$ cat src/design/evs_pkg.sv
// ============================================================================
// evs_pkg
// Shared types, constants, microcode program and table builder for the
// exponential variate sampler.
// ============================================================================
package evs_pkg;

    // Fixed field widths of the stream beats.
    localparam int UNIFORM_W = 32;
    localparam int VARIATE_W = 37;

    // Default configuration of the sampler.
    localparam int FRACTION_BITS_DEF = 32;
    localparam int TABLE_DEPTH_DEF   = 16;

    // Width of one multiplier digit in the final scaling pass.
    localparam int CHUNK_W = 16;

    // Largest representable variate, Q5.F saturation point.
    localparam logic [63:0] VARIATE_MAX = 64'h0000_001F_FFFF_FFFF;

    // ln2 as a Q0.64 fraction.
    localparam logic [63:0] LN2_Q64 = 64'hB172_17F7_D1CF_79AB;

    // Microcode program counter.
    localparam int STEP_W = 4;
    typedef logic [STEP_W-1:0] t_step;

    localparam t_step STEP_TAKE_FIRST = 4'd0;
    localparam t_step STEP_NORM       = 4'd1;
    localparam t_step STEP_SPLIT      = 4'd2;
    localparam t_step STEP_TEST       = 4'd3;
    localparam t_step STEP_OPEN       = 4'd4;
    localparam t_step STEP_SEARCH     = 4'd5;
    localparam t_step STEP_CHECK      = 4'd6;
    localparam t_step STEP_MAC        = 4'd7;
    localparam t_step STEP_ROUND      = 4'd8;
    localparam t_step STEP_EMIT       = 4'd9;

    // Datapath operations.
    typedef enum logic [3:0] {
        OP_NONE,
        OP_LOAD,
        OP_NORM,
        OP_SUB_ONE,
        OP_CLR_IDX,
        OP_OPEN_MIN,
        OP_MIN_STEP,
        OP_MAC,
        OP_ROUND,
        OP_EMIT
    } t_op;

    // Jump conditions.
    typedef enum logic [2:0] {
        JC_NEVER,
        JC_ALWAYS,
        JC_U_ZERO,
        JC_NOT_NORM,
        JC_REM_LE_Q0,
        JC_SEARCH_ON,
        JC_MAC_MORE
    } t_jc;

    // One control word of the program.
    typedef struct packed {
        t_op   op;
        t_jc   jc;
        t_step target;
        logic  take_in;
        logic  give_out;
    } t_uword;

    // Control from the sequencer to the datapath.
    typedef struct packed {
        t_op  op;
        logic fire;
    } t_ctrl;

    // Status from the datapath to the sequencer.
    typedef struct packed {
        logic u_zero;
        logic not_norm;
        logic rem_le_q0;
        logic search_on;
        logic mac_more;
    } t_flags;

    // The program: one control word per step.
    function automatic t_uword mc_rom(input t_step step);
        t_uword w;
        w = '{op: OP_NONE, jc: JC_ALWAYS, target: STEP_TAKE_FIRST,
              take_in: 1'b0, give_out: 1'b0};
        unique case (step)
            STEP_TAKE_FIRST: w = '{OP_LOAD,     JC_U_ZERO,    STEP_TAKE_FIRST, 1'b1, 1'b0};
            STEP_NORM:       w = '{OP_NORM,     JC_NOT_NORM,  STEP_NORM,       1'b0, 1'b0};
            STEP_SPLIT:      w = '{OP_SUB_ONE,  JC_NEVER,     STEP_TAKE_FIRST, 1'b0, 1'b0};
            STEP_TEST:       w = '{OP_CLR_IDX,  JC_REM_LE_Q0, STEP_EMIT,       1'b0, 1'b0};
            STEP_OPEN:       w = '{OP_OPEN_MIN, JC_NEVER,     STEP_TAKE_FIRST, 1'b1, 1'b0};
            STEP_SEARCH:     w = '{OP_MIN_STEP, JC_NEVER,     STEP_TAKE_FIRST, 1'b1, 1'b0};
            STEP_CHECK:      w = '{OP_NONE,     JC_SEARCH_ON, STEP_SEARCH,     1'b0, 1'b0};
            STEP_MAC:        w = '{OP_MAC,      JC_MAC_MORE,  STEP_MAC,        1'b0, 1'b0};
            STEP_ROUND:      w = '{OP_ROUND,    JC_NEVER,     STEP_TAKE_FIRST, 1'b0, 1'b0};
            STEP_EMIT:       w = '{OP_EMIT,     JC_ALWAYS,    STEP_TAKE_FIRST, 1'b0, 1'b1};
            default:         w = '{OP_NONE,     JC_ALWAYS,    STEP_TAKE_FIRST, 1'b0, 1'b0};
        endcase
        return w;
    endfunction

    // Next term of the series: hi / (j + 2), with a literal divisor per step.
    function automatic logic [63:0] next_term(input logic [63:0] hi, input int j);
        logic [63:0] t;
        case (j)
            0:       t = hi / 64'd2;
            1:       t = hi / 64'd3;
            2:       t = hi / 64'd4;
            3:       t = hi / 64'd5;
            4:       t = hi / 64'd6;
            5:       t = hi / 64'd7;
            6:       t = hi / 64'd8;
            7:       t = hi / 64'd9;
            8:       t = hi / 64'd10;
            9:       t = hi / 64'd11;
            10:      t = hi / 64'd12;
            11:      t = hi / 64'd13;
            12:      t = hi / 64'd14;
            13:      t = hi / 64'd15;
            14:      t = hi / 64'd16;
            default: t = 64'd0;
        endcase
        return t;
    endfunction

    // Cumulative table entry k in Q1.f: sum of ln2^j / j! for j = 1..k+1,
    // rounded to nearest. The last entry is exactly one. Elaboration only.
    function automatic logic [63:0] q_entry(input int k, input int f, input int depth);
        logic [63:0]  term;
        logic [63:0]  sum;
        logic [127:0] prod;
        int           j;
        term = LN2_Q64;
        sum  = 64'd0;
        if (k == depth - 1) begin
            return 64'd1 << f;
        end
        for (j = 0; j <= k; j++) begin
            sum  = sum + term;
            prod = {64'd0, term} * {64'd0, LN2_Q64};
            term = next_term(prod[127:64], j);
        end
        return (sum >> (64 - f)) + ((sum >> (63 - f)) & 64'd1);
    endfunction

endpackage

$ cat src/design/evs_stream_ifs.sv
// ============================================================================
// evs_stream_ifs
// Valid/ready stream interfaces for uniform input beats and variate
// output beats.
// ============================================================================

// Uniform sample stream.
interface evs_uniform_if;
    logic                            valid;
    logic                            ready;
    logic [evs_pkg::UNIFORM_W-1:0]   uniform;

    modport source (output valid, output uniform, input ready);
    modport sink   (input valid, input uniform, output ready);
endinterface

// Exponential variate stream.
interface evs_variate_if;
    logic                            valid;
    logic                            ready;
    logic [evs_pkg::VARIATE_W-1:0]   variate;

    modport source (output valid, output variate, input ready);
    modport sink   (input valid, input variate, output ready);
endinterface

$ cat src/design/evs_sequencer.sv
// ============================================================================
// evs_sequencer
// Program counter and microcode table. Each step issues one datapath
// operation and picks the next step from a jump condition.
// ============================================================================
module evs_sequencer (
    input  logic            i_clk,
    input  logic            i_rst_n,
    input  logic            i_in_valid,
    output logic            o_in_ready,
    input  logic            i_out_free,
    input  evs_pkg::t_flags i_flags,
    output evs_pkg::t_ctrl  o_ctrl
);

    evs_pkg::t_step  r_pc;
    evs_pkg::t_step  n_pc;
    evs_pkg::t_uword w_word;
    logic            w_fire;
    logic            w_jump;

    // Fetch the control word of the current step.
    assign w_word = evs_pkg::mc_rom(r_pc);

    // Take steps wait for an input beat, emit steps for a free output register; others run at once.
    always_comb begin
        if (w_word.take_in) begin
            w_fire = i_in_valid;
        end else if (w_word.give_out) begin
            w_fire = i_out_free;
        end else begin
            w_fire = 1'b1;
        end
    end

    // Evaluate the jump condition.
    always_comb begin
        unique case (w_word.jc)
            evs_pkg::JC_NEVER:     w_jump = 1'b0;
            evs_pkg::JC_ALWAYS:    w_jump = 1'b1;
            evs_pkg::JC_U_ZERO:    w_jump = i_flags.u_zero;
            evs_pkg::JC_NOT_NORM:  w_jump = i_flags.not_norm;
            evs_pkg::JC_REM_LE_Q0: w_jump = i_flags.rem_le_q0;
            evs_pkg::JC_SEARCH_ON: w_jump = i_flags.search_on;
            evs_pkg::JC_MAC_MORE:  w_jump = i_flags.mac_more;
            default:               w_jump = 1'b0;
        endcase
    end

    // Next step.
    always_comb begin
        if (!w_fire) begin
            n_pc = r_pc;
        end else if (w_jump) begin
            n_pc = w_word.target;
        end else begin
            n_pc = r_pc + evs_pkg::t_step'(1);
        end
    end

    always_ff @(posedge i_clk) begin
        if (!i_rst_n) begin
            r_pc <= evs_pkg::STEP_TAKE_FIRST;
        end else begin
            r_pc <= n_pc;
        end
    end

    assign o_in_ready  = w_word.take_in;
    assign o_ctrl.op   = w_word.op;
    assign o_ctrl.fire = w_fire;

endmodule

$ cat src/design/evs_datapath.sv
// ============================================================================
// evs_datapath
// Registers and arithmetic of the sampler: doubling shifter, offset
// accumulator, running minimum, table compare, digit-serial scaling by ln2
// and the output register.
// ============================================================================
module evs_datapath #(
    parameter int FRACTION_BITS = evs_pkg::FRACTION_BITS_DEF,
    parameter int TABLE_DEPTH   = evs_pkg::TABLE_DEPTH_DEF
) (
    input  logic                          i_clk,
    input  logic                          i_rst_n,
    input  evs_pkg::t_ctrl                i_ctrl,
    input  logic [evs_pkg::UNIFORM_W-1:0] i_uniform,
    output evs_pkg::t_flags               o_flags,
    input  logic                          i_out_ready,
    output logic                          o_out_free,
    output logic                          o_out_valid,
    output logic [evs_pkg::VARIATE_W-1:0] o_variate
);

    localparam int F   = FRACTION_BITS;
    localparam int UW  = evs_pkg::UNIFORM_W;
    localparam int CW  = evs_pkg::CHUNK_W;
    localparam int NCH = (F + CW - 1) / CW;
    localparam int MW  = NCH * CW;
    localparam int AW  = MW + F + 1;
    localparam int OW  = F + 6;
    localparam int SW  = F + 7;
    localparam int EW  = (SW > evs_pkg::VARIATE_W) ? SW : evs_pkg::VARIATE_W;
    localparam int IW  = $clog2(TABLE_DEPTH);
    localparam int KW  = (NCH > 1) ? $clog2(NCH) : 1;

    localparam logic [F+1:0] ONE_V    = (F + 2)'(1) << F;
    localparam logic [F+1:0] COARSE_V = ONE_V >> 8;
    localparam logic [AW:0]  HALF_V   = (AW + 1)'(1) << (F - 1);

    // Cumulative table, constant per entry.
    logic [F:0] w_qtab [TABLE_DEPTH];
    for (genvar k = 0; k < TABLE_DEPTH; k++) begin : g_qtab
        assign w_qtab[k] = (F + 1)'(evs_pkg::q_entry(k, F, TABLE_DEPTH));
    end

    logic [F+1:0]  r_v;
    logic [OW-1:0] r_off;
    logic [F:0]    r_rem;
    logic [F:0]    r_add;
    logic [MW-1:0] r_min;
    logic [IW-1:0] r_idx;
    logic [AW-1:0] r_acc;
    logic [KW-1:0] r_cnt;
    logic          r_out_valid;
    logic [evs_pkg::VARIATE_W-1:0] r_out_data;

    logic [F+UW-1:0]   w_u_ext;
    logic [F-1:0]      w_u;
    logic [MW-1:0]     w_u_m;
    logic [CW-1:0]     w_chunk;
    logic [CW+F:0]     w_pp;
    logic [AW:0]       w_rnd;
    logic [EW-1:0]     w_sum;
    logic [evs_pkg::VARIATE_W-1:0] n_variate;
    logic              w_emit;

    // Only the low fraction bits of a uniform beat are used.
    assign w_u_ext = (F + UW)'(i_uniform);
    assign w_u     = w_u_ext[F-1:0];
    assign w_u_m   = MW'(w_u);

    // One digit of the minimum times ln2, most significant digit first.
    assign w_chunk = r_min[MW-1 -: CW];
    assign w_pp    = (CW + F + 1)'(w_chunk) * (CW + F + 1)'(w_qtab[0]);

    // Round the scaled minimum to nearest.
    assign w_rnd = (AW + 1)'(r_acc) + HALF_V;

    // Final sum with saturation to the output range.
    assign w_sum = EW'(r_off) + EW'(r_add);
    always_comb begin
        if (w_sum > EW'(evs_pkg::VARIATE_MAX)) begin
            n_variate = evs_pkg::VARIATE_MAX[evs_pkg::VARIATE_W-1:0];
        end else begin
            n_variate = w_sum[evs_pkg::VARIATE_W-1:0];
        end
    end

    // Status for the sequencer.
    assign o_flags.u_zero    = (w_u == '0);
    assign o_flags.not_norm  = (r_v <= ONE_V);
    assign o_flags.rem_le_q0 = (r_rem <= w_qtab[0]);
    assign o_flags.search_on = !((r_idx >= IW'(TABLE_DEPTH - 1)) ||
                                 (r_rem <= w_qtab[r_idx]));
    assign o_flags.mac_more  = (r_cnt != KW'(NCH - 1));

    // Working registers, updated by the issued operation.
    always_ff @(posedge i_clk) begin
        if (i_ctrl.fire) begin
            unique case (i_ctrl.op)
                evs_pkg::OP_LOAD: begin
                    r_v   <= (F + 2)'(w_u) << 1;
                    r_off <= '0;
                end
                evs_pkg::OP_NORM: begin
                    // Eight doublings at once while all of them stay at or below one.
                    if (r_v <= COARSE_V) begin
                        r_v   <= r_v << 8;
                        r_off <= r_off + (OW'(w_qtab[0]) << 3);
                    end else if (r_v <= ONE_V) begin
                        r_v   <= r_v << 1;
                        r_off <= r_off + OW'(w_qtab[0]);
                    end
                end
                evs_pkg::OP_SUB_ONE: begin
                    r_rem <= r_v[F:0] - ONE_V[F:0];
                    r_add <= r_v[F:0] - ONE_V[F:0];
                end
                evs_pkg::OP_CLR_IDX: begin
                    r_idx <= '0;
                end
                evs_pkg::OP_OPEN_MIN: begin
                    r_min <= w_u_m;
                end
                evs_pkg::OP_MIN_STEP: begin
                    if (w_u_m < r_min) begin
                        r_min <= w_u_m;
                    end
                    r_idx <= r_idx + IW'(1);
                    r_acc <= '0;
                    r_cnt <= '0;
                end
                evs_pkg::OP_MAC: begin
                    r_acc <= (r_acc << CW) + AW'(w_pp);
                    r_min <= r_min << CW;
                    r_cnt <= r_cnt + KW'(1);
                end
                evs_pkg::OP_ROUND: begin
                    r_add <= w_rnd[2*F:F];
                end
                default: begin
                end
            endcase
        end
    end

    // Output register: holds a result until the sink takes the beat.
    assign w_emit = i_ctrl.fire && (i_ctrl.op == evs_pkg::OP_EMIT);

    always_ff @(posedge i_clk) begin
        if (!i_rst_n) begin
            r_out_valid <= 1'b0;
        end else if (w_emit) begin
            r_out_valid <= 1'b1;
        end else if (i_out_ready) begin
            r_out_valid <= 1'b0;
        end
    end

    always_ff @(posedge i_clk) begin
        if (w_emit) begin
            r_out_data <= n_variate;
        end
    end

    assign o_out_free  = !r_out_valid || i_out_ready;
    assign o_out_valid = r_out_valid;
    assign o_variate   = r_out_data;

endmodule

$ cat src/design/exponential_variate_sampler.sv
// ============================================================================
// exponential_variate_sampler
// Standard exponential variates from uniform fractions by the Ahrens-Dieter
// SA method, run by a small microcoded sequencer over a fixed-point datapath.
// ============================================================================
// Each input beat carries one uniform fraction in (0,1); a draw consumes one
// or more beats and yields one Q5.F variate beat. The first uniform of a draw
// is normalized by doubling: eight doublings per cycle while nine or more
// remain, then one per cycle. A draw that ends on its first uniform runs
// take, normalize check, split, ln2 test and load of the output register.
// Otherwise the beat after it opens the minimum and each further beat is
// taken and then compared against the table. The closing scale of the
// minimum by ln2 runs on a 16-bit digit multiplier, then the result is
// rounded and loaded into the output register. The load waits while the
// output register still holds a beat the sink has not taken. A zero first
// uniform is taken and dropped. The output register lets the next draw
// start while a result still waits for the sink. No clearing pass follows
// reset.
// ============================================================================
module exponential_variate_sampler #(
    parameter int FRACTION_BITS = evs_pkg::FRACTION_BITS_DEF,
    parameter int TABLE_DEPTH   = evs_pkg::TABLE_DEPTH_DEF
) (
    input  logic         i_clk,
    input  logic         i_rst_n,
    evs_uniform_if.sink  i_uniform,
    evs_variate_if.source o_variate
);

    evs_pkg::t_ctrl  w_ctrl;
    evs_pkg::t_flags w_flags;
    logic            w_out_free;

    // Step counter and program.
    evs_sequencer u_seq (
        .i_clk      (i_clk),
        .i_rst_n    (i_rst_n),
        .i_in_valid (i_uniform.valid),
        .o_in_ready (i_uniform.ready),
        .i_out_free (w_out_free),
        .i_flags    (w_flags),
        .o_ctrl     (w_ctrl)
    );

    // Arithmetic and output register.
    evs_datapath #(
        .FRACTION_BITS (FRACTION_BITS),
        .TABLE_DEPTH   (TABLE_DEPTH)
    ) u_dp (
        .i_clk       (i_clk),
        .i_rst_n     (i_rst_n),
        .i_ctrl      (w_ctrl),
        .i_uniform   (i_uniform.uniform),
        .o_flags     (w_flags),
        .i_out_ready (o_variate.ready),
        .o_out_free  (w_out_free),
        .o_out_valid (o_variate.valid),
        .o_variate   (o_variate.variate)
    );

endmodule
$ cat src/flat_wrapper.sv
// flat-port wrapper written by rule: the top's interface ports become plain ports
module exponential_variate_sampler_flat 
#(
    parameter int FRACTION_BITS = evs_pkg::FRACTION_BITS_DEF,
    parameter int TABLE_DEPTH   = evs_pkg::TABLE_DEPTH_DEF
)
  (i_clk, i_rst_n, i_uniform_valid, i_uniform_uniform, i_uniform_ready, o_variate_valid, o_variate_variate, o_variate_ready);
  evs_uniform_if i_uniform_i ();
  evs_variate_if o_variate_i ();
  input  logic i_clk;
  input  logic i_rst_n;
  input wire logic [$bits(i_uniform_i.valid)-1:0] i_uniform_valid;
  input wire logic [$bits(i_uniform_i.uniform)-1:0] i_uniform_uniform;
  output wire logic [$bits(i_uniform_i.ready)-1:0] i_uniform_ready;
  output wire logic [$bits(o_variate_i.valid)-1:0] o_variate_valid;
  output wire logic [$bits(o_variate_i.variate)-1:0] o_variate_variate;
  input wire logic [$bits(o_variate_i.ready)-1:0] o_variate_ready;
  assign i_uniform_i.valid = i_uniform_valid;
  assign i_uniform_i.uniform = i_uniform_uniform;
  assign i_uniform_ready = i_uniform_i.ready;
  assign o_variate_valid = o_variate_i.valid;
  assign o_variate_variate = o_variate_i.variate;
  assign o_variate_i.ready = o_variate_ready;
  exponential_variate_sampler #(.FRACTION_BITS(FRACTION_BITS), .TABLE_DEPTH(TABLE_DEPTH)) u_core (.i_clk(i_clk), .i_rst_n(i_rst_n), .i_uniform(i_uniform_i), .o_variate(o_variate_i));
endmodule
$ cat config.mk
export PLATFORM = sky130hd
export DESIGN_NAME = exponential_variate_sampler_flat
export DESIGN_NICKNAME = d
export VERILOG_FILES = /design/src/design/evs_pkg.sv /design/src/design/evs_stream_ifs.sv /design/src/design/evs_sequencer.sv /design/src/design/evs_datapath.sv /design/src/design/exponential_variate_sampler.sv /design/src/flat_wrapper.sv
export SDC_FILE = /design/constraint.sdc
export NUM_CORES = 1
export LEC_CHECK = 0
export BUFFER_PORTS_ARGS = -buffer_cell sky130_fd_sc_hd__buf_2
export CAP_MARGIN = 20
export CORE_ASPECT_RATIO = 0.7
export CORE_MARGIN = 3
export CORE_UTILIZATION = 30
export CTS_BUF_LIST = sky130_fd_sc_hd__clkbuf_16
export DETAILED_ROUTE_END_ITERATION = 8
export HOLD_SLACK_MARGIN = 0.08
export PLACE_DENSITY_LB_ADDON = 0.15
export SYNTH_ARGS = -nofsm -noshare
export SYNTH_HDL_FRONTEND = slang
export SYNTH_SLANG_ARGS = --single-unit
$ cat constraint.sdc
create_clock -name i_clk -period 10.9 [get_ports i_clk]
set_input_delay 1.09 -clock i_clk [delete_from_list [all_inputs] [get_ports i_clk]]
set_output_delay 1.09 -clock i_clk [all_outputs]
set_load 0.1 [all_outputs]
-- Word-level counts from Yosys, hierarchy flattened
Memory sizes are Yosys's and may differ from the RTL's. A register that Yosys moved wholly into a read port is not among the register bits.
Cells that the tools add are included.
- word-level logic and storage cells: 90
- memory bits (read-only): 736
- output and inout port bits: 39
- flip-flop bits (word level): 282
- bits of input ports: 36
- memories kept: 2
- memories (memory ; depth ; bits a word ; read ports ; clocked after Yosys merged registers in ; wr ports ; line ; text):
    (no name shown) ; 16 ; 33 ; 1 ; 0 ; 0 ; evs_datapath.sv:92 ; (r_rem <= w_qtab[r_idx]));
    (no name shown) ; 16 ; 13 ; 1 ; 1 ; 0 ; evs_pkg.sv:94 ; unique case (step)
- magnitude comparators: 8
- multiplexer cells: 22
- $mul: 1
- reductions and logical operators: 18
- add/sub/neg operators: 9
- bitwise logic cells: 2
- equality and inequality tests: 17
- operators by type and width (cell ; number):
    $pmux W65 S2 ; 1
    $pmux W32 S3 ; 1
    $mux W38 ; 2
    $pmux W38 S2 ; 1
    $mux W34 ; 2
    $pmux W34 S2 ; 1
    $mux W33 ; 2
    $pmux W33 S2 ; 1
    $add A65 B32 Y65 const B ; 1
    $add A65 B49 Y65 ; 1
    $mul A16 B29 Y45 const B ; 1
    $add A38 B33 Y39 ; 1
    $gt A39 B37 Y1 const B ; 1
    $add A38 B32 Y38 const B ; 1
    $add A38 B35 Y38 const B ; 1
    $le A34 B25 Y1 const B ; 1
    $le A34 B33 Y1 const B ; 1
    $le A33 B32 Y1 const B ; 1
    $le A33 B33 Y1 ; 1
    $sub A33 B33 Y33 const B ; 1
    $logic_not A32 Y1 ; 1
    $lt A32 B32 Y1 ; 1
    $mux W32 ; 1
    $eq A4 B3 Y1 const B ; 4
    26 further kinds ; 47

-- Logic depth before layout (Yosys ltp)
Gate-level depths: netlist of the first run.
- word-level depth: 11
- mapped depth: 35
- gate-level depth less buffers: 34

-- Modules after synthesis
Synthesis of the first run repeated with hierarchy kept, for this count alone.
- cells, all modules: 2711
- area total of the unflattened synthesis: 26037.5 µm²
- by module, submodules not included (module ; cells each ; instances ; area each (µm²)):
    evs_datapath ; 2616 ; 1 ; 25089.1
    evs_sequencer ; 95 ; 1 ; 948.4

-- Worst setup path before layout of the first run
No wires, ideal clock.
- path type: input -> register
- start point: in o_variate_ready
- end point: reg u_core.u_dp.r_off[10] (enable)
- stages on the path: 4
- arrival time: 7939 ps
- path slack: 2300 ps
- library setup time: 661 ps
- path through: nor2b_1 nand2_1 mux2i_1 nor4_1
- word-level cells in the longest chain between the ends: 4
- ends and longest elaborated chain (item ; line ; text):
    start, declared ; flat_wrapper.sv:17 ; input wire logic [$bits(o_variate_i.ready)-1:0] o_variate_ready;
    $logic_or A1 B1 Y1 ; evs_datapath.sv:164 ; assign o_out_free = !r_out_valid || i_out_ready;
    $mux W1 ; evs_sequencer.sv:29 ; end else if (w_word.give_out) begin
    $mux W1 ; evs_sequencer.sv:27 ; if (w_word.take_in) begin
    $reduce_and A3 Y1 (no line) ; n/a ;
    end signal, assigned ; evs_datapath.sv:107 ; r_off <= r_off + (OW'(w_qtab[0]) << 3);
    end signal, assigned ; evs_datapath.sv:110 ; r_off <= r_off + OW'(w_qtab[0]);
    end, declared ; evs_datapath.sv:45 ; logic [OW-1:0] r_off;
No other way between the ends.
A chain may end at the register's enable or synchronous reset.

-- Final worst setup path of the first run
- start point: reg u_core.u_dp.r_min[29]
- end point: reg u_core.u_dp.r_acc[63], data pin
- word-level cells in the longest chain between the ends: 3
- ends and longest elaborated chain (item ; line ; text):
    start, declared ; evs_datapath.sv:48 ; logic [MW-1:0] r_min;
    start signal, assigned ; evs_datapath.sv:121 ; r_min <= w_u_m;
    start signal, assigned ; evs_datapath.sv:125 ; r_min <= w_u_m;
    start signal, assigned ; evs_datapath.sv:133 ; r_min <= r_min << CW;
    $mul A16 B29 Y45 ; evs_datapath.sv:72 ; assign w_pp = (CW + F + 1)'(w_chunk) * (CW + F + 1)'(w_qtab[0]);
    $add A65 B49 Y65 ; evs_datapath.sv:132 ; r_acc <= (r_acc << CW) + AW'(w_pp);
    $pmux W65 S2 ; evs_datapath.sv:98 ; unique case (i_ctrl.op)
    end signal, assigned ; evs_datapath.sv:132 ;
    end, declared ; evs_datapath.sv:50 ; logic [AW-1:0] r_acc;
No other way between the ends.

==> results of run 1 <==
-- cells in the mapped netlist, types with 5 or more instances --
cell / count / share of area [%]
xnor2_1: 92 / 3.1
edfxtp_1: 269 / 31
and4_1: 8 / 0.27
fa_1: 147 / 11
a31o_2: 7 / 0.24
ha_1: 323 / 16
and2_1: 42 / 1.0
o21a_1: 24 / 0.70
nand4_1: 29 / 0.70
nand3_1: 44 / 0.85
and3_1: 30 / 0.73
nor3_1: 36 / 0.70
a21o_1: 85 / 2.5
o31ai_1: 10 / 0.29
xor2_1: 74 / 2.5
inv_1: 327 / 4.8
or2_2: 9 / 0.22
nand2b_1: 25 / 0.61
nor4_1: 26 / 0.63
mux2i_1: 8 / 0.31
clkbuf_1: 54 / 0.79
nor2_1: 223 / 3.2
a21oi_1: 179 / 3.5
nand4b_1: 5 / 0.17
o21ai_0: 124 / 2.4
nand2_1: 227 / 3.3
o22ai_1: 5 / 0.12
o21bai_1: 19 / 0.55
or3_1: 22 / 0.53
o211ai_1: 15 / 0.44
nor2b_1: 21 / 0.51
buf_2: 12 / 0.23
a31oi_1: 41 / 0.99
a211oi_1: 11 / 0.32
dfxtp_1: 18 / 1.4
-- final timing paths --
check,start,slack (ps),endpoint,cells after the start
setup / recovery,u_core.u_dp.r_min[29],1150,u_core.u_dp.r_acc[63],29
hold / removal,u_core.u_dp.r_add[0],510,u_core.u_dp.o_variate[0],1
setup reg to reg,u_core.u_dp.r_min[29],1150,u_core.u_dp.r_acc[63],29
hold reg to reg,u_core.u_dp.r_add[0],510,u_core.u_dp.o_variate[0],1
-- cell type report --
type,instances,area [sq um]
fillers,8752,56000
clock inverters,30,285
well taps,1137,1420
clock buffers,37,926
multi-input cells,1996,16000
repair buffers,89,515
inverters,328,1230
flip-flops and latches,287,8440
-- routing by layer --
metal  track usage (%)  up-vias
li1                  -     9536
met1              30.3     9669
met2              22.7      511
met3              3.47       66
met4              2.97        0
met5                 0        -
-- logic make-up (layout without fill, tap and decap cells) --
| family | after synthesis | in the layout | share of synthesized area [%] |
|---|---|---|---|
| muxes | 11 | 11 | 0.441 |
| adders and majority gates | 470 | 470 | 27.1 |
| AOI/OAI and AO/OA | 586 | 586 | 14.4 |
| buffers and inverters | 394 | 484 | 5.79 |
| xor gates and xnor gates | 166 | 166 | 5.63 |
| DFF | 287 | 287 | 32.7 |
| and+or+nand+nor | 763 | 763 | 14.0 |
-- stage by stage --
step                      setup WS (ps)  hold slack, ps  cell area (sq um)  utilization (%)
final                              1150             512              28800             34.0
after global routing                244             534              28800             34.0
after CTS                          1200             519              28700             33.9
after detailed placement           1280             509              27500             32.5
after global placement             1350             491              27500             32.5
after floorplan                    2300             472              25800                -
-- sequential cells by signal (all words and copies together), names as in the netlist, 4 cells and up --
| signal | flops |
|---|---|
| u_core.u_seq.r_pc | 4 |
| u_core.u_dp.r_off | 35 |
| u_core.u_seq.w_word | 13 |
| u_core.u_dp.r_rem | 32 |
| u_core.u_dp.r_v | 33 |
| u_core.u_dp.r_acc | 62 |
| u_core.u_dp.r_idx | 4 |
| u_core.u_dp.r_add | 33 |
| u_core.u_dp.r_min | 32 |
| u_core.u_dp.o_variate | 37 |
==> results_dict.tcl, run 1 <==
set metrics [dict create \
    io_buffers 74 \
    yosysWarnings 0 \
    path_buf_inv 2 \
    cts_sinks 287 \
    worstPathRequired_ps 11190 \
    routed_wl_microns 80500 \
    cpMostUsedCell "fa_1" \
    post_synth.cell_area_avg_sq_um 9.64 \
    end_kind "flip-flop" \
    cpMaxStageDelayCell "fa_1" \
    cts-hold-fix-buffers 0 \
    finalNonFillerCells 3904 \
    fin_crit_ps 9750 \
    ys.flop_type "edfxtp_1" \
    dr_wl_met3_microns 5370 \
    grt_pass1_wl_microns 123000 \
    die_x_microns 357 \
    ctsRootBufferMaster "clkbuf_16" \
    firstDrtPassIters 5 \
    critPathMaxFanout 11 \
    start_kind "flip-flop" \
    cts_resized 0 \
    clockBufferDepth 3 \
    layout-drive-gt1-share_pct 6.69 \
    io-pin-count 75 \
    initial_core_util_pct 30.5 \
    slowest_delay_ps 760 \
    netlist_instances 2677 \
    ys_seq_area_share_pct 32.7 \
    setup_violations 0 \
    die_y_microns 251 \
    via_per_inst 5.07 \
    syn2layout_area_growth_pct 11.5 \
    worst_pin_slew_ps 1000 \
    grt_max_degree 66 \
    place_hpwl_microns 65000 \
    clock_latency_ps 580 \
    num_rows 89 \
    ant_nets 0 \
    arrival_ps 10040 \
    synth-async-reset-ratio_pct 0 \
    post-route-drc-count 0 \
    hp-class "reg2reg" \
    maxSlewViolCount 0 \
    rsz0062_at_grt "no" \
    path_class "reg2reg" \
    critPathTopFamily "compound AO/OA/AOI/OAI gates" \
    finClkSkew_ps 30.0 \
    fp.coreArea_sq_mm 0.0847 \
    met2_length_microns 29400 \
    met1Wirelength_microns 44600 \
    slew_headroom_pct 33.0 \
    antenna_found_initial 0 \
    die_area_sq_mm 0.0897 \
    grtUsageTotal_pct 17.9 \
    cts_buffers 37 \
    cts_tree "done" \
    drt_iter0_drc 1742 \
    grt_overflow_total 0 \
    layout_common_cells "inv_1, ha_1, edfxtp_1, nand2_1, nor2_1" \
    place_inst 3834 \
    drv_cap 0 \
    highest_layer "met4" \
    final_common_cell "inv_1" \
    synth-seq-cells 287 \
    num_vias 19800 \
    synth_edf_count 269 \
    nets 3245 \
    gp_congestion 0.886 \
    cts_max_level 2 \
    max_freq_mhz 103 \
    antenna_cells 0 \
    first_global_vias 19400 \
    ys_types 79 \
    synth_nets 3183 \
    status "finished, final reports clean" \
    synthesis.area_sq_mm 0.0258 \
    hold_viol 0 \
    fin_crit_sh_pct 89.4 \
    path_clk_slew_ps 60 \
    post_cts_buffers 0 \
    routedWlPerCell_microns 20.6 \
    finalSetupTns_ps 0 \
]
Power of run 1 is left out: the tool's default activity adds up to more than one toggle a clock period on the data nets, which glitch-free logic cannot reach.
==> run 2: changes to the inputs <==
Clock period 10.9 ns to 12.6 ns, I/O delays scaled along.
==> run 2 against run 1 <==
Compared with the run above: design area decreased by 0.37%; flip-flop and latch count unchanged; clock-buffer cell count decreased by 2; global-route usage about the same.
==> results_dict.tcl, run 2 (same netlist as run 1, synthesis figures left out) <==
set metrics [dict create \
    cpMostUsedCell "fa_1" \
    r2r_start "u_core.u_dp.r_min[26]" \
    rsz0062_at_grt "no" \
    final_common_cell "inv_1" \
    drv_cap 0 \
    cts_tree "done" \
    cts_buffers 35 \
    first_global_vias 19400 \
    slew_headroom_pct 34.3 \
    placed_area_sq_mm 0.0275 \
    ff2ff_setup_slack_ps 2870 \
    ant_nets 0 \
    end_kind "flip-flop" \
    gp_congestion 0.884 \
    clockBufferDepth 3 \
    max_freq_mhz 103 \
    start_kind "flip-flop" \
    syn2layout_area_growth_pct 11.1 \
    slowest_delay_ps 810 \
    post_cts_buffers 0 \
    die_x_microns 357 \
    setup_violations 0 \
    fin_crit_ps 9730 \
    status "finished, final reports clean" \
    routed_wl_microns 80600 \
    arrival_ps 10030 \
    whs_ps 503 \
    io-pin-count 75 \
    startpoint "u_core.u_dp.r_min[26]" \
    ctsRootBufferMaster "clkbuf_16" \
    initial_core_util_pct 30.5 \
    worstPathRequired_ps 12900 \
    post-route-drc-count 0 \
    cpMaxStageDelayCell "fa_1" \
    cts-hold-fix-buffers 0 \
    grt_pass1_wl_microns 122000 \
    via_per_inst 5.05 \
    reg2reg_to "u_core.u_dp.r_acc[63]" \
    io_buffers 74 \
    nets 3244 \
    critPathMaxFanout 11 \
    num_vias 19700 \
    grt_max_degree 66 \
    cts_resized 0 \
    grtUsageTotal_pct 17.8 \
    hold_viol 0 \
    path_buf_inv 4 \
    die_y_microns 251 \
    place_hpwl_microns 64700 \
    cts_sinks 287 \
    critPathTopFamily "adder cells" \
    fill_cells 8741 \
    finClkSkew_ps 33.5 \
    maxSlewViolCount 0 \
    grt_overflow_total 0 \
    worst_pin_slew_ps 986 \
    drt_iter0_drc 1626 \
    antenna_found_initial 1 \
    num_rows 89 \
    cts_max_level 2 \
    hold_depth 2 \
    regMostFlops "u_core.u_dp.r_acc" \
    r2r_cells 30 \
    die_area_sq_mm 0.0897 \
    antenna_cells 0 \
    clock_latency_ps 580 \
    path_class "reg2reg" \
    layout_common_cells "inv_1, ha_1, edfxtp_1, nand2_1, nor2_1" \
    routedWlPerCell_microns 20.7 \
    finalSetupTns_ps 0 \
    hp-start "u_core.u_seq.w_word[2]" \
    largest_reg_flops 62 \
    layout-drive-gt1-share_pct 6.80 \
    fin_area_sq_mm 0.0287 \
    fp.coreArea_sq_mm 0.0847 \
    path_clk_slew_ps 60 \
    fin_crit_sh_pct 77.2 \
    hold_end "u_core.u_seq.r_pc[0]" \
    hp-class "reg2reg" \
    firstDrtPassIters 6 \
]
[run 2: cell count changes in the layout (fill, tap and decap cells not counted)]
cell        delta
clkinv_4       +1
bufinv_16      -3
clkinvlp_4     +4
clkinv_8       +2
inv_1          -3
buf_16         -1
buf_4          +2
clkinv_1       -3
clkinvlp_2     +1
inv_6          -1
clkbuf_16      -2
[run 2: metrics by stage]
step / cells / setup slack (ps) / util [%]
CTS: 3899 / 2910 / 33.8
floorplan: 2677 / 3830 / -
detailed placement: 3836 / 2970 / 32.5
global placement: 3836 / 3060 / 32.5
finish: 3901 / 2870 / 33.8
global route: 3901 / 2040 / 33.8
[run 2: metal layers]
| metal | part of all wire [%] | routed length [microns] | track usage (%) | up-vias |
|---|---|---|---|---|
| li1 | - | - | - | 9527 |
| met1 | 55 | 44400 | 29.7 | 9589 |
| met2 | 37 | 29500 | 22.8 | 507 |
| met3 | 6.9 | 5550 | 3.99 | 64 |
| met4 | 1.4 | 1140 | 3.10 | 0 |
| met5 | 0 | 0 | 0 | - |
[run 2: layout make-up]
class	instances	area (sq um)	area share (%)
timing repair buffer	90	503	1.75
tap	1137	1420	4.96
clock inverter	28	240	0.838
sequential	287	8440	29.4
multi-input combinational	1996	16000	55.7
clock buffer	35	876	3.05
inverter	328	1230	4.29
[run 2: worst register-to-register path: cells and delay by family, from the launching register on]
kind / cells / cell delay (ps)
XOR/XNOR: 2 / 370
AO/OA/AOI/OAI: 13 / 3810
adder cells (fa/ha/maj): 8 / 4040
buffers and inverters: 4 / 300
AND/OR/NAND/NOR: 3 / 350
flip-flops: 1 / 600
[run 2: worst max-delay path by stage]
stage | slack, ps | cells past startpoint | to
final | 2870 | 30 | u_core.u_dp.r_acc[63]
after global routing | 2040 | 32 | u_core.u_dp.r_acc[61]
after CTS | 2910 | 30 | u_core.u_dp.r_acc[63]
after detailed placement | 2970 | 30 | u_core.u_dp.r_acc[63]
after global placement | 3060 | 30 | u_core.u_dp.r_acc[57]
after floorplan | 3830 | 4 | u_core.u_dp.r_off[10]
Power of run 2 is left out for the same reason.
==> run 3: changes to the inputs <==
Clock period 12.6 ns to 9.3 ns, I/O delays scaled along.
==> run 3 against run 2 <==
Compared with the run above: final cell count rose by 0.36%; critical path depth rose by 1; critical endpoint is now u_core.u_dp.r_acc[59]; clock-buffer cell count rose by 1; fmax rose by 9.3%; via count rose by 1.7%; design area rose by 0.69%; first-iteration DRC count fell by 1.7%; register-to-register slack got worse by 2500 ps; non-clock buffer count rose by 16.
==> results_dict.tcl, run 3 (same netlist as run 1, synthesis figures left out) <==
set metrics [dict create \
    post_cts_buffers 0 \
    regMostFlops "u_core.u_dp.r_acc" \
    cts_max_level 2 \
    drv_cap 0 \
    path_clk_slew_ps 60 \
    num_rows 89 \
    r2r_start "u_core.u_dp.r_min[31]" \
    use_met3_pct 3.63 \
    arrival_ps 9190 \
    die_area_sq_mm 0.0897 \
    start_kind "flip-flop" \
    ant_nets 0 \
    hp-class "reg2reg" \
    routed_wl_microns 78700 \
    fill_cells 8636 \
    layout_common_cells "inv_1, ha_1, edfxtp_1, nand2_1, nor2_1" \
    cts_buffers 35 \
    final_common_cell "inv_1" \
    cpMaxStageDelayCell "fa_2" \
    r2r_cells 31 \
    max_freq_mhz 112 \
    antenna_cells 0 \
    clockBufferDepth 3 \
    largest_reg_flops 62 \
    hold_viol 0 \
    grtUsageTotal_pct 17.4 \
    ff2ff_setup_slack_ps 400 \
    status "finished, final reports clean" \
    finClkSkew_ps 18.5 \
    first_global_vias 19300 \
    antenna_found_initial 0 \
    die_x_microns 357 \
    grt_max_degree 66 \
    reg2reg_to "u_core.u_dp.r_acc[59]" \
    fin_crit_ps 8900 \
    path_class "reg2reg" \
    end_kind "flip-flop" \
    endpoint "u_core.u_dp.r_acc[59]" \
    cts_tree "done" \
    num_vias 20000 \
    grt_use_met1_pct 28.9 \
    gp_congestion 0.900 \
    io-pin-count 75 \
    worstPathRequired_ps 9590 \
    slowest_delay_ps 700 \
    setup_violations 0 \
    finalNonFillerCells 3915 \
    startpoint "u_core.u_dp.r_min[31]" \
    firstDrtPassIters 6 \
    place_hpwl_microns 63400 \
    met2_usage_pct 22.5 \
    via_per_inst 5.12 \
    nets 3260 \
    fp.coreArea_sq_mm 0.0847 \
    whs_ps 507 \
    io_buffers 74 \
    syn2layout_area_growth_pct 11.8 \
    grt_pass1_wl_microns 120000 \
    routedWlPerCell_microns 20.1 \
    initial_core_util_pct 30.5 \
    critPathMaxFanout 11 \
    fin_crit_sh_pct 95.7 \
    drt_iter0_drc 1599 \
    grt_busiest_layer "met1" \
    worst_pin_slew_ps 1010 \
    layout-drive-gt1-share_pct 7.42 \
    slew_headroom_pct 30.8 \
    placed_area_sq_mm 0.0276 \
    cts_sinks 287 \
    clock_latency_ps 560 \
    die_y_microns 251 \
    post-route-drc-count 0 \
    final_util_pct 34.1 \
    place_inst 3851 \
    ctsRootBufferMaster "clkbuf_16" \
    fin_area_sq_mm 0.0289 \
    maxSlewViolCount 0 \
    cpMostUsedCell "fa_1" \
    grt_overflow_total 0 \
]
run 3: how the worst min path moves through the flow:
| stage | from | endpoint | depth (start not counted) |
|---|---|---|---|
| after global placement | u_core.u_seq.w_word[2] | u_core.u_seq.r_pc[0] | 2 |
| after detailed placement | u_core.u_seq.w_word[2] | u_core.u_seq.r_pc[0] | 2 |
| after floorplan | u_core.u_seq.w_word[2] | u_core.u_seq.r_pc[0] | 2 |
| after global routing | u_core.u_seq.w_word[2] | u_core.u_seq.r_pc[0] | 2 |
| final | u_core.u_seq.w_word[2] | u_core.u_seq.r_pc[0] | 2 |
| after CTS | u_core.u_seq.w_word[2] | u_core.u_seq.r_pc[0] | 2 |
run 3: final cells by class:
cell class	count	area (sq um)	area share (%)
Tap cell	1137	1420	4.93
Clock inverter	25	199	0.689
Timing Repair Buffer	106	643	2.23
Clock buffer	36	901	3.12
Inverter	328	1230	4.26
Multi-Input combinational cell	1996	16000	55.5
Sequential cell	287	8440	29.2
run 3: critical path, delay by kind of cell, from the launching register on:
family | cells | cell delay [ps]
multiplexers | 1 | 130
adder cells (fa/ha/maj) | 8 | 4120
XOR/XNOR | 1 | 160
buffers and inverters | 5 | 480
AND/OR/NAND/NOR | 9 | 1370
AO/OA/AOI/OAI | 7 | 1940
flip-flops | 1 | 420
run 3: through the flow:
| stage | setup TNS, ps | setup slack, ps |
|---|---|---|
| 5_1_grt | -17.2 | -11.0 |
| 3_5_place_dp | 0 | 117 |
| 2_1_floorplan | 0 | 717 |
| 3_3_place_gp | 0 | 217 |
| 6_report | 0 | 400 |
| 4_1_cts | 0 | 80.6 |
run 3: per-layer routing:
metal  routed length [microns]  vias up
met1                     42500     9740
met4                      1080        0
met3                      6060       69
li1                          -     9577
met2                     29100      642
met5                         0        -
run 3: timing repair:
item	CTS	global route
gates resized for setup	0	16
endpoints found under the setup margin	0	21
hold buffers	0	0
Power of run 3 is left out for the same reason.
